`config.mk`:
```
export PLATFORM = sky130hd
export DESIGN_NAME = stepper_move_with_stall_stop_unit
export DESIGN_NICKNAME = d
export VERILOG_FILES = /design/src/sv/smss_pkg.sv /design/src/sv/smss_count_pipe.sv /design/src/sv/smss_motion_core.sv /design/src/sv/stepper_move_with_stall_stop_unit.sv
export SDC_FILE = /design/constraint.sdc
export NUM_CORES = 1
export LEC_CHECK = 0
export ABC_CLOCK_PERIOD_IN_PS = 12600
export BUFFER_PORTS_ARGS = -buffer_cell sky130_fd_sc_hd__buf_2
export CORE_AREA = 2 2 235 237
export CTS_CLUSTER_SIZE = 24
export DETAILED_ROUTE_END_ITERATION = 7
export DIE_AREA = 0 0 237 239
export GPL_ROUTABILITY_DRIVEN = 0
export HOLD_SLACK_MARGIN = 0.03
export SLEW_MARGIN = 40
export SYNTH_ARGS = -nofsm -noshare
export SYNTH_HDL_FRONTEND = slang
export SYNTH_SLANG_ARGS = --single-unit
```
`constraint.sdc`:
```
create_clock -name aclk -period 12.6 [get_ports aclk]
set_clock_uncertainty 0.2 [all_clocks]
set_input_delay 0.63 -clock aclk [delete_from_list [all_inputs] [get_ports aclk]]
set_output_delay 0.63 -clock aclk [all_outputs]
set_load 0.02 [all_outputs]
```
`src/sv/smss_pkg.sv`:
```
// Shared types and constants for the stepper move sequencer with stall stop.
package smss_pkg;

    // Item operation codes.
    typedef enum logic [1:0] {
        OP_TICK   = 2'd0,
        OP_ROTATE = 2'd1,
        OP_SEEK   = 2'd2,
        OP_STOP   = 2'd3
    } op_t;

    // Configuration register indexes.
    localparam int IDX_W = 2;
    localparam logic [IDX_W-1:0] REG_FULL_STEPS = 2'd0;
    localparam logic [IDX_W-1:0] REG_STALL_THR  = 2'd1;

    // Field and state widths.
    localparam int CFG_W   = 10;
    localparam int DEG_W   = 16;
    localparam int EMF_W   = 10;
    localparam int MAG_W   = 17;
    localparam int STEPS_W = 32;
    localparam int PHASE_W = 5;

    // Register reset values.
    localparam logic [CFG_W-1:0] FULL_STEPS_RESET = 10'd200;
    localparam logic [CFG_W-1:0] STALL_THR_RESET  = 10'd100;
    localparam logic [EMF_W-1:0] EMF_FULL         = 10'd1023;
    localparam logic [STEPS_W-1:0] ENDLESS_COUNT  = 32'hFFFF_FFFF;

    // Division by 360 is a shift by 3, then a multiply by the reciprocal of 45.
    // The quotient is exact for every dividend below 2^29 after the shift.
    localparam int PRE_SHIFT = 3;
    localparam int Y_W       = STEPS_W - PRE_SHIFT;
    localparam int RECIP_W   = 30;
    localparam int QP_W      = Y_W + RECIP_W;
    localparam int DIV_SHIFT = 35;
    localparam logic [RECIP_W-1:0] DIV_RECIP = 30'd763549742;

    // A decoded command on its way to the motion state.
    typedef struct packed {
        op_t                op;
        logic               dir;
        logic [EMF_W-1:0]   emf;
        logic [STEPS_W-1:0] count;
    } cmd_t;

    // One result item; the last member sits in the lowest bit.
    typedef struct packed {
        logic driver_awake;
        logic moving;
        logic stalled;
        logic emf_used;
        logic direction_out;
        logic step_pulse;
    } result_t;

endpackage

```
`src/sv/smss_count_pipe.sv`:
```
// Three-stage front end that turns a rotate angle into a microstep count.
module smss_count_pipe #(
    parameter int FM_W = 15
) (
    input  logic                               aclk,
    input  logic                               aresetn,
    // Incoming item
    input  logic                               in_valid,
    output logic                               in_ready,
    input  smss_pkg::op_t                      in_op,
    input  logic signed [smss_pkg::DEG_W-1:0]  in_degrees,
    input  logic                               in_direction,
    input  logic [smss_pkg::EMF_W-1:0]         in_emf,
    // Full steps per revolution times microsteps
    input  logic [FM_W-1:0]                    steps_scale,
    // Decoded command
    output logic                               cmd_valid,
    input  logic                               cmd_ready,
    output smss_pkg::cmd_t                     cmd
);

    localparam int XP_W = smss_pkg::MAG_W + FM_W;

    // Stage 1: registered input item.
    logic                          s1_valid_reg;
    smss_pkg::op_t                 s1_op_reg;
    logic [smss_pkg::DEG_W-1:0]    s1_deg_reg;
    logic                          s1_dir_reg;
    logic [smss_pkg::EMF_W-1:0]    s1_emf_reg;

    // Stage 2: scaled angle.
    logic                          s2_valid_reg;
    smss_pkg::op_t                 s2_op_reg;
    logic                          s2_dir_reg;
    logic [smss_pkg::EMF_W-1:0]    s2_emf_reg;
    logic [smss_pkg::STEPS_W-1:0]  s2_x_reg;

    // Stage 3: finished command.
    logic                          s3_valid_reg;
    smss_pkg::cmd_t                s3_cmd_reg;

    logic                          ready1, ready2, ready3;
    logic                          neg;
    logic [smss_pkg::MAG_W-1:0]    mag;
    logic                          cmd_dir;
    logic [XP_W-1:0]               x_prod;
    logic [smss_pkg::Y_W-1:0]      y_val;
    logic [smss_pkg::QP_W-1:0]     q_prod;

    // Each stage takes a new item when it is empty or its successor moves.
    assign ready3   = !s3_valid_reg || cmd_ready;
    assign ready2   = !s2_valid_reg || ready3;
    assign ready1   = !s1_valid_reg || ready2;
    assign in_ready = ready1;

    // Magnitude of the angle and the direction a rotate command sets.
    always_comb begin
        neg     = s1_deg_reg[smss_pkg::DEG_W-1];
        mag     = neg ? (17'h10000 - {1'b0, s1_deg_reg}) : {1'b0, s1_deg_reg};
        cmd_dir = (s1_op_reg == smss_pkg::OP_ROTATE) ?
                  (!neg && (s1_deg_reg != '0)) : s1_dir_reg;
        x_prod  = XP_W'(mag) * XP_W'(steps_scale);
    end

    // Divide the scaled angle by 360.
    always_comb begin
        y_val  = s2_x_reg[smss_pkg::STEPS_W-1:smss_pkg::PRE_SHIFT];
        q_prod = smss_pkg::QP_W'(y_val) * smss_pkg::QP_W'(smss_pkg::DIV_RECIP);
    end

    // Valid bits.
    always_ff @(posedge aclk) begin
        if (!aresetn) begin
            s1_valid_reg <= 1'b0;
            s2_valid_reg <= 1'b0;
            s3_valid_reg <= 1'b0;
        end else begin
            if (ready1) begin
                s1_valid_reg <= in_valid;
            end
            if (ready2) begin
                s2_valid_reg <= s1_valid_reg;
            end
            if (ready3) begin
                s3_valid_reg <= s2_valid_reg;
            end
        end
    end

    // Payload registers.
    always_ff @(posedge aclk) begin
        if (ready1) begin
            s1_op_reg  <= in_op;
            s1_deg_reg <= in_degrees;
            s1_dir_reg <= in_direction;
            s1_emf_reg <= in_emf;
        end
        if (ready2) begin
            s2_op_reg  <= s1_op_reg;
            s2_dir_reg <= cmd_dir;
            s2_emf_reg <= s1_emf_reg;
            s2_x_reg   <= smss_pkg::STEPS_W'(x_prod);
        end
        if (ready3) begin
            s3_cmd_reg.op    <= s2_op_reg;
            s3_cmd_reg.dir   <= s2_dir_reg;
            s3_cmd_reg.emf   <= s2_emf_reg;
            s3_cmd_reg.count <= smss_pkg::STEPS_W'(
                q_prod[smss_pkg::QP_W-1:smss_pkg::DIV_SHIFT]);
        end
    end

    assign cmd_valid = s3_valid_reg;
    assign cmd       = s3_cmd_reg;

endmodule

```
`src/sv/smss_motion_core.sv`:
```
// Motion state: step count, microstep phase, back-EMF average and run control.
module smss_motion_core #(
    parameter int MICROSTEPS = 32
) (
    input  logic                        aclk,
    input  logic                        aresetn,
    input  logic [smss_pkg::CFG_W-1:0]  stall_threshold,
    // Decoded command
    input  logic                        cmd_valid,
    output logic                        cmd_ready,
    input  smss_pkg::cmd_t              cmd,
    // Result item
    output logic                        res_valid,
    input  logic                        res_ready,
    output smss_pkg::result_t           res
);

    localparam int PHASES = 1 << smss_pkg::PHASE_W;

    logic [smss_pkg::STEPS_W-1:0] remaining_reg, remaining_next;
    logic [smss_pkg::PHASE_W-1:0] phase_reg, phase_next;
    logic [smss_pkg::EMF_W-1:0]   avg_reg, avg_next;
    logic                         run_reg, run_next;
    logic                         ticking_reg, ticking_next;
    logic                         dir_reg, dir_next;
    logic                         sense_reg, sense_next;
    logic                         res_valid_reg;
    smss_pkg::result_t            res_reg, res_next;

    logic                         fire;
    logic                         run_after;
    logic [11:0]                  blend_sum;
    logic [smss_pkg::EMF_W-1:0]   avg_blend;
    logic [PHASES-1:0]            bound_mask;

    // Phases that fall on a full-step boundary.
    for (genvar p = 0; p < PHASES; p++) begin : g_bound
        assign bound_mask[p] = ((p % MICROSTEPS) == 0);
    end

    assign cmd_ready = !res_valid_reg || res_ready;
    assign fire      = cmd_valid && cmd_ready;

    // Running average of the back-EMF: (avg * 3 + sample) / 4.
    always_comb begin
        blend_sum = 12'({avg_reg, 1'b0}) + 12'(avg_reg) + 12'(cmd.emf);
        avg_blend = blend_sum[11:2];
    end

    // Next state and result for the command at hand.
    always_comb begin
        remaining_next = remaining_reg;
        phase_next     = phase_reg;
        avg_next       = avg_reg;
        run_next       = run_reg;
        ticking_next   = ticking_reg;
        dir_next       = dir_reg;
        sense_next     = sense_reg;
        run_after      = run_reg;
        res_next       = '0;
        case (cmd.op)
            smss_pkg::OP_ROTATE: begin
                dir_next       = cmd.dir;
                remaining_next = cmd.count;
                sense_next     = 1'b0;
                if (!run_reg) begin
                    run_next     = 1'b1;
                    ticking_next = 1'b1;
                end
            end
            smss_pkg::OP_SEEK: begin
                dir_next       = cmd.dir;
                remaining_next = smss_pkg::ENDLESS_COUNT;
                sense_next     = 1'b1;
                if (!run_reg) begin
                    run_next     = 1'b1;
                    ticking_next = 1'b1;
                end
            end
            smss_pkg::OP_STOP: begin
                run_next = 1'b0;
            end
            default: begin
                // Timer tick; nothing happens while the tick source sleeps.
                if (ticking_reg) begin
                    if (remaining_reg != '0) begin
                        res_next.step_pulse = 1'b1;
                        if (sense_reg && bound_mask[phase_reg]) begin
                            res_next.emf_used = 1'b1;
                            avg_next          = avg_blend;
                            if (avg_blend <= stall_threshold) begin
                                res_next.stalled = 1'b1;
                                run_after        = 1'b0;
                            end
                        end
                        phase_next     = dir_reg ? phase_reg + 5'd1 : phase_reg - 5'd1;
                        remaining_next = remaining_reg - 32'd1;
                    end else begin
                        run_after = 1'b0;
                    end
                    run_next = run_after;
                    // Halting puts the driver to sleep and resets the average.
                    if (!run_after) begin
                        avg_next     = smss_pkg::EMF_FULL;
                        ticking_next = 1'b0;
                    end
                end
            end
        endcase
        res_next.direction_out = dir_next;
        res_next.moving        = run_next;
        res_next.driver_awake  = ticking_next;
    end

    // Control state and output valid.
    always_ff @(posedge aclk) begin
        if (!aresetn) begin
            remaining_reg <= '0;
            phase_reg     <= '0;
            avg_reg       <= smss_pkg::EMF_FULL;
            run_reg       <= 1'b0;
            ticking_reg   <= 1'b0;
            dir_reg       <= 1'b0;
            sense_reg     <= 1'b0;
            res_valid_reg <= 1'b0;
        end else begin
            if (fire) begin
                remaining_reg <= remaining_next;
                phase_reg     <= phase_next;
                avg_reg       <= avg_next;
                run_reg       <= run_next;
                ticking_reg   <= ticking_next;
                dir_reg       <= dir_next;
                sense_reg     <= sense_next;
            end
            if (cmd_ready) begin
                res_valid_reg <= cmd_valid;
            end
        end
    end

    // Result register.
    always_ff @(posedge aclk) begin
        if (fire) begin
            res_reg <= res_next;
        end
    end

    assign res_valid = res_valid_reg;
    assign res       = res_reg;

endmodule

```
`src/sv/stepper_move_with_stall_stop_unit.sv`:
```
// Top level of the stepper move sequencer with back-EMF stall stop.
// Throughput: one item per cycle while m_tready does not hold back a waiting result;
// the angle scaling and the divide by 360 are split over three pipeline registers
// ahead of the motion state update and its result register.
// Reset: synchronous, active low; clears the pipeline, the motion state and
// restores full_steps_per_rev to 200 and stall_threshold to 100.
module stepper_move_with_stall_stop_unit #(
    parameter int MICROSTEPS = 32
) (
    input  logic                        aclk,
    input  logic                        aresetn,
    // Configuration write port
    input  logic                        cfg_we,
    input  logic [smss_pkg::IDX_W-1:0]  cfg_index,
    input  logic [smss_pkg::CFG_W-1:0]  cfg_data,
    // Input items
    input  logic                        s_tvalid,
    output logic                        s_tready,
    // s_tdata: operation[1:0], degrees[17:2], direction[18], emf_sample[28:19], zero[31:29]
    input  logic [31:0]                 s_tdata,
    // Result items
    output logic                        m_tvalid,
    input  logic                        m_tready,
    // m_tdata: step_pulse[0], direction_out[1], emf_used[2], stalled[3], moving[4],
    // driver_awake[5], zero[7:6]
    output logic [7:0]                  m_tdata
);

    localparam int FM_W = smss_pkg::CFG_W + $clog2(MICROSTEPS);

    logic [FM_W-1:0]              scale_reg, scale_next;
    logic [smss_pkg::CFG_W-1:0]   thr_reg, thr_next;

    logic                         cmd_valid;
    logic                         cmd_ready;
    smss_pkg::cmd_t               cmd;
    smss_pkg::result_t            res;

    // Configuration writes; the steps register is kept premultiplied by MICROSTEPS.
    always_comb begin
        scale_next = scale_reg;
        thr_next   = thr_reg;
        if (cfg_we) begin
            case (cfg_index)
                smss_pkg::REG_FULL_STEPS: scale_next = FM_W'(cfg_data * MICROSTEPS);
                smss_pkg::REG_STALL_THR:  thr_next   = cfg_data;
                default: ;
            endcase
        end
    end

    always_ff @(posedge aclk) begin
        if (!aresetn) begin
            scale_reg <= FM_W'(smss_pkg::FULL_STEPS_RESET * MICROSTEPS);
            thr_reg   <= smss_pkg::STALL_THR_RESET;
        end else begin
            scale_reg <= scale_next;
            thr_reg   <= thr_next;
        end
    end

    // Angle to microstep count.
    smss_count_pipe #(
        .FM_W (FM_W)
    ) u_count_pipe (
        .aclk         (aclk),
        .aresetn      (aresetn),
        .in_valid     (s_tvalid),
        .in_ready     (s_tready),
        .in_op        (smss_pkg::op_t'(s_tdata[1:0])),
        .in_degrees   (s_tdata[17:2]),
        .in_direction (s_tdata[18]),
        .in_emf       (s_tdata[28:19]),
        .steps_scale  (scale_reg),
        .cmd_valid    (cmd_valid),
        .cmd_ready    (cmd_ready),
        .cmd          (cmd)
    );

    // Motion state and result register.
    smss_motion_core #(
        .MICROSTEPS (MICROSTEPS)
    ) u_motion_core (
        .aclk            (aclk),
        .aresetn         (aresetn),
        .stall_threshold (thr_reg),
        .cmd_valid       (cmd_valid),
        .cmd_ready       (cmd_ready),
        .cmd             (cmd),
        .res_valid       (m_tvalid),
        .res_ready       (m_tready),
        .res             (res)
    );

    assign m_tdata = {2'b00, res};

endmodule
```
* Word level (Yosys, flattened, before mapping)
Memories as Yosys holds them, arrays and structs flattened. A register that Yosys moved wholly into a read port is not among the register bits.
Index checks and enable logic that the tools add are counted.
** Storage, ports and cells
- Input bits :: 49
- Memories kept :: 1
- Bits in read-only memories :: 32
- Output and inout port bits :: 10
- Logic and storage cells :: 111
- Bits in registers :: 187
** Operators by class
- Bitwise gates (word level) :: 5
- $lt $le $gt $ge :: 2
- Multiply operators :: 2
- Multiplexer cells :: 28
- Add/subtract/negate cells :: 6
- Eq/ne operators :: 7
- Reduce and logical (&&, ||, !) cells :: 29
** Memories
- (no name shown) :: words 32, width 1, rd ports 1, clocked after memory_dff 1, write ports 0, RTL line smss_motion_core.sv:88 : if (sense_reg && bound_mask[phase_reg]) begin
** Operators with widths (count)
- $pmux 32 s3 :: 1
- $mux 32 :: 2
- $mul 27x29->56 const B :: 1
- $reduce_bool 32->1 :: 1
- $sub 32x1->32 const B :: 1
- $mux 10 :: 3
- $mul 17x10->27 :: 1
- $mux 17 :: 1
- $sub 17x16->17 const A :: 1
- $reduce_bool 16->1 :: 1
- $mux 1 :: 15
- $mux 5 :: 3
- $add 11x10->12 :: 1
- $add 12x10->12 :: 1
- $le 10x10->1 :: 1
- $reduce_and 4->1 :: 2
- $eq 2x1->1 const B :: 3
- $lt 5x6->1 const B :: 1
- $pmux 1 s2 :: 3
- $reduce_and 2->1 :: 3
- $reduce_bool 3->1 :: 2
- $reduce_or 6->1 :: 1
- $add 5x1->5 const B :: 1
- $logic_not 1->1 :: 5
- 13 further kinds :: 24

* Depth between registers and ports, before layout
- Word-level depth :: 11
- Gate-level depth with buffers :: 26
- Mapped depth without buffers :: 25

* Modules after synthesis
A second synthesis with hierarchy kept.
** Second synthesis, totals
- Cells, all modules :: 3223
- Area total of the unflattened synthesis :: 30952.2 µm²
** Modules (own cells, without submodules)
- smss_count_pipe :: times used 1, cells each 2570, area each 25725.9 µm², sequential area each 3303.2 µm²
- smss_motion_core :: times used 1, cells each 569, area each 4401.7 µm², sequential area each 1241.2 µm²
- stepper_move_with_stall_stop_unit :: times used 1, cells each 84, area each 824.5 µm², sequential area each 400.4 µm²

* Least setup slack after synthesis
OpenSTA, ideal clock, no wires.
- Path kind :: reg-to-reg
- Start point :: register u_count_pipe.s1_deg_reg[0] (netlist bit)
- End point :: register u_count_pipe.s2_x_reg[27] (netlist bit), data pin
- Library setup time :: 258 ps
- Cell stages (with the launch flop) :: 27
- Data required time :: 12142 ps
- Buffers on the path :: 1
- Arrival :: 6438 ps
- Slack :: 5703 ps
- Period minus slack after synthesis :: 6897 ps
- Cell sequence :: edfxtp_1 buf_1 inv_1 ha_1 nand2_1 or3_1 or3_1 o21ai_0 xnor2_1 nand2_1 fa_1 inv_1 fa_1 fa_1 inv_1 fa_1 inv_1 fa_1 ha_1 nand2_1 o21ai_0 a31oi_1 or3b_2 a31oi_1 a41oi_1 nor2b_1 xnor2_1
** On the way
- Cells in the longest elaborated chain, start to end :: 3
** RTL lines
- from (decl) :: RTL line smss_count_pipe.sv:27 : logic [smss_pkg::DEG_W-1:0] s1_deg_reg;
- from (signal assigned) :: RTL line smss_count_pipe.sv:94 : s1_deg_reg <= in_degrees;
- $sub 17x16->17 :: RTL line smss_count_pipe.sv:59 : mag = neg ? (17'h10000 - {1'b0, s1_deg_reg}) : {1'b0, s1_deg_reg};
- $mux 17 (*) :: RTL line smss_count_pipe.sv:59
- $mul 17x10->27 (*) :: RTL line smss_count_pipe.sv:62 : x_prod = XP_W'(mag) * XP_W'(steps_scale);
- net u_count_pipe.x_prod[27] :: RTL line smss_count_pipe.sv:46 : logic [XP_W-1:0] x_prod;
- to (signal assigned) :: RTL line smss_count_pipe.sv:102 : s2_x_reg <= smss_pkg::STEPS_W'(x_prod);
- to (decl) :: RTL line smss_count_pipe.sv:36 : logic [smss_pkg::STEPS_W-1:0] s2_x_reg;
Mark *: on every way through the listed nets, which the timed path passes. The rest lies on a longest branch.
A chain may end at the register's enable or synchronous reset.

* Final worst setup path
- Start point :: register u_count_pipe.s1_deg_reg[0] (netlist bit)
- End point :: register u_count_pipe.s2_x_reg[30] (netlist bit), data pin
The elaborated chain is that of the path after synthesis.

==> impl_metrics.yaml <==
outcome:
  status: "complete, no violations"
floorplan:
  start_util: 0.444
  pin_count: 59
  fp.dieW_um: 237
  die_area_mm2: 0.0566
  core_area_mm2: 0.0543
  num_rows: 86
  die_y_um: 239
timing:
  finalHoldViolCount: 0
  fmax_mhz: 127
  rsz0062_at_grt: "no"
  fin_crit_sh: 0.623
  finalMaxSlewViolations: 0
  setup_violations: 0
  tightestPinTransition_ns: 0.813
  fin_setup_tns_ns: 0
  finalCriticalPeriod_ns: 7.84
  relSlewSlack: 0.458
global_routing:
  track_usage: 0.202
  grt_max_degree: 46
  grt_pass1_wl_um: 90000
  grt_overflow_total: 0
  antenna_found_initial: 0
  first_global_vias: 17500
clock_tree:
  clk_pin_slew_ns: 0.07
  root_buffer: "clkbuf_16"
  clkSinkCount: 188
  post_cts_buffers: 0
  cts_tree: "done"
  cts_resized: 0
  holdBufCountCts: 0
  cts_made_buffers: 17
  clock_latency_ns: 0.46
  h-tree-depth: 4
  cts_buffer_depth: 2
placement:
  dp_hpwl_um: 46400
  port_buffers: 53
synthesis:
  synth.cell_area_mm2: 0.0241
  ys_warn_count: 0
  synth.area.top_cells: "fa_1 30%, ha_1 18%, edfxtp_1 14%"
  synth_edf_count: 112
  synth_area_leader_cell: "fa_1"
  yosysTopAreaCellShare: 0.300
  yosysMostFrequentCell: "inv_1"
  synth_cell_types: 73
  ys_seq_elements: 188
  avgSynthCellArea_um2: 9.93
  synthCells: 2432
  synth_flop_cell: "edfxtp_1"
  async_flop_share: 0
  synthTopCellsByCount: "550 x inv_1, 362 x fa_1, 341 x ha_1"
  yosysSeqAreaShare: 0.202
detailed_routing:
  drt_wl_total_um: 55100
  vias_per_cell: 5.19
  vias: 16600
  drtPass1Iterations: 4
  drcViolationCount: 0
  drtAntennaViolNets: 0
  drt-initial-drc-count: 757
  post_drt_wl_per_cell_um: 17.3
run:
  maxCapViolCount: 0
setup_path:
  arrival_ns: 7.88
  crit_start: "u_count_pipe.s1_deg_reg[0]"
  crit_fanout: 13
  critPathLaunchType: "flip-flop"
  r2r_start: "u_count_pipe.s1_deg_reg[0]"
  cp-end-kind: "flip-flop"
  cp.required_ns: 12.63
  path_class: "reg2reg"
  worstSetupEndpoint: "u_count_pipe.s2_x_reg[30]"
  ff2ff_setup_slack_ns: 4.76
  worst_r2r_endpoint: "u_count_pipe.s2_x_reg[30]"
  rr_worst_depth: 25
min_path:
  holdCritPathClass: "in2reg"
cells_and_area:
  largest_reg_flops: 37
  nNetsFinal: 3228
  drive_above_1_share: 0.0546
  n_antenna_cell: 0
  syn_to_final_growth_pct: 6.95
-- routing by layer --
metal | routed length [µm] | global-route usage
met3 | 2130 | 0.0319
met5 | 0 | 0
met1 | 24700 | 0.269
met4 | 785 | 0.0403
met2 | 27500 | 0.350
-- cell type report --
type                       count  area [µm²]
tap                          704         881
sequential                   188        4890
fill                        5056       28500
inverter                     550        2060
multi-input combinational   1656       17100
clock buffer                  19         433
clock inverter                13         105
timing repair buffer          63         338
-- worst max-delay path: stages (launching register included) --
cell	delay (ns)
edfxtp_1	0.63
inv_1	0.14
ha_1	0.17
nand2_1	0.07
or3_1	0.37
or3_1	0.41
o41ai_1	0.46
xnor2_2	0.34
nand2_1	0.16
fa_1	0.52
inv_1	0.06
fa_1	0.52
fa_1	0.44
fa_1	0.56
inv_1	0.06
fa_1	0.53
inv_1	0.04
ha_1	0.32
nand2_1	0.12
o21ai_0	0.24
nor3_1	0.08
o31a_1	0.13
nor3_1	0.28
nor3_1	0.12
o31ai_1	0.28
xor2_1	0.35
-- per-stage QoR --
stage | hold WS [ns] | cells | setup WS (ns) | instance area, µm² | util
floorplan | 0.200 | 2442 | 5.70 | 24200 | -
global placement | 0.205 | 3160 | 4.82 | 25200 | 0.463
detailed placement | 0.205 | 3161 | 4.80 | 25300 | 0.465
CTS | 0.117 | 3193 | 4.76 | 25800 | 0.475
global route | 0.114 | 3193 | 4.23 | 25800 | 0.475
finish | 0.139 | 3193 | 4.76 | 25800 | 0.475
-- placed cells by master (no fill, tap or decap), types with 6 or more instances in the layout --
cell       synthesis  routed
a21o_1            35      35
ha_1             341     340
clkbuf_16          0      17
dfxtp_1           76      75
conb_1             2      12
nand2_1          170     169
buf_2              1      54
a21oi_1          142     142
nor2_1            89      89
edfxtp_1         112     112
nor2b_1           13      13
o31ai_1            9       9
fa_1             362     362
inv_6              0       6
o21a_1             7       7
nand3_1           22      22
xor2_1            19      19
a31oi_1           29      29
xnor2_1           59      47
o21ai_0           77      77
nor4_1             7       7
nand4_1            6       6
buf_4              3       9
inv_1            550     550
or3_1              9       9
a211oi_1          16      16
nand2b_1           8       7
nor3_1            34      34
and2_1            84      84
xnor2_2            0      12
-- cell families after synthesis --
group / share of synthesized area
mux: 0.00124
simple gates: 0.0998
buf+inv: 0.0947
xor+xnor: 0.0283
other cells: 0.000311
compound gates: 0.0965
flops: 0.202
fa+ha+maj: 0.477
-- worst min-delay path by stage --
stage | startpoint | end | slack (ns) | cells after the start
CTS | s_tdata[19] | u_count_pipe.s1_emf_reg[0] | 0.12 | 1
global route | s_tdata[19] | u_count_pipe.s1_emf_reg[0] | 0.11 | 1
floorplan | u_count_pipe.s2_emf_reg[0] | u_count_pipe.cmd[32] | 0.20 | 0
detailed placement | u_count_pipe.s2_emf_reg[4] | u_count_pipe.cmd[36] | 0.20 | 0
finish | s_tdata[24] | u_count_pipe.s1_emf_reg[5] | 0.14 | 1
global placement | u_count_pipe.s2_emf_reg[1] | u_count_pipe.cmd[33] | 0.20 | 0
Power is left out: the tool's default activity adds up to more than one toggle a clock period on the data nets, which glitch-free logic cannot reach.
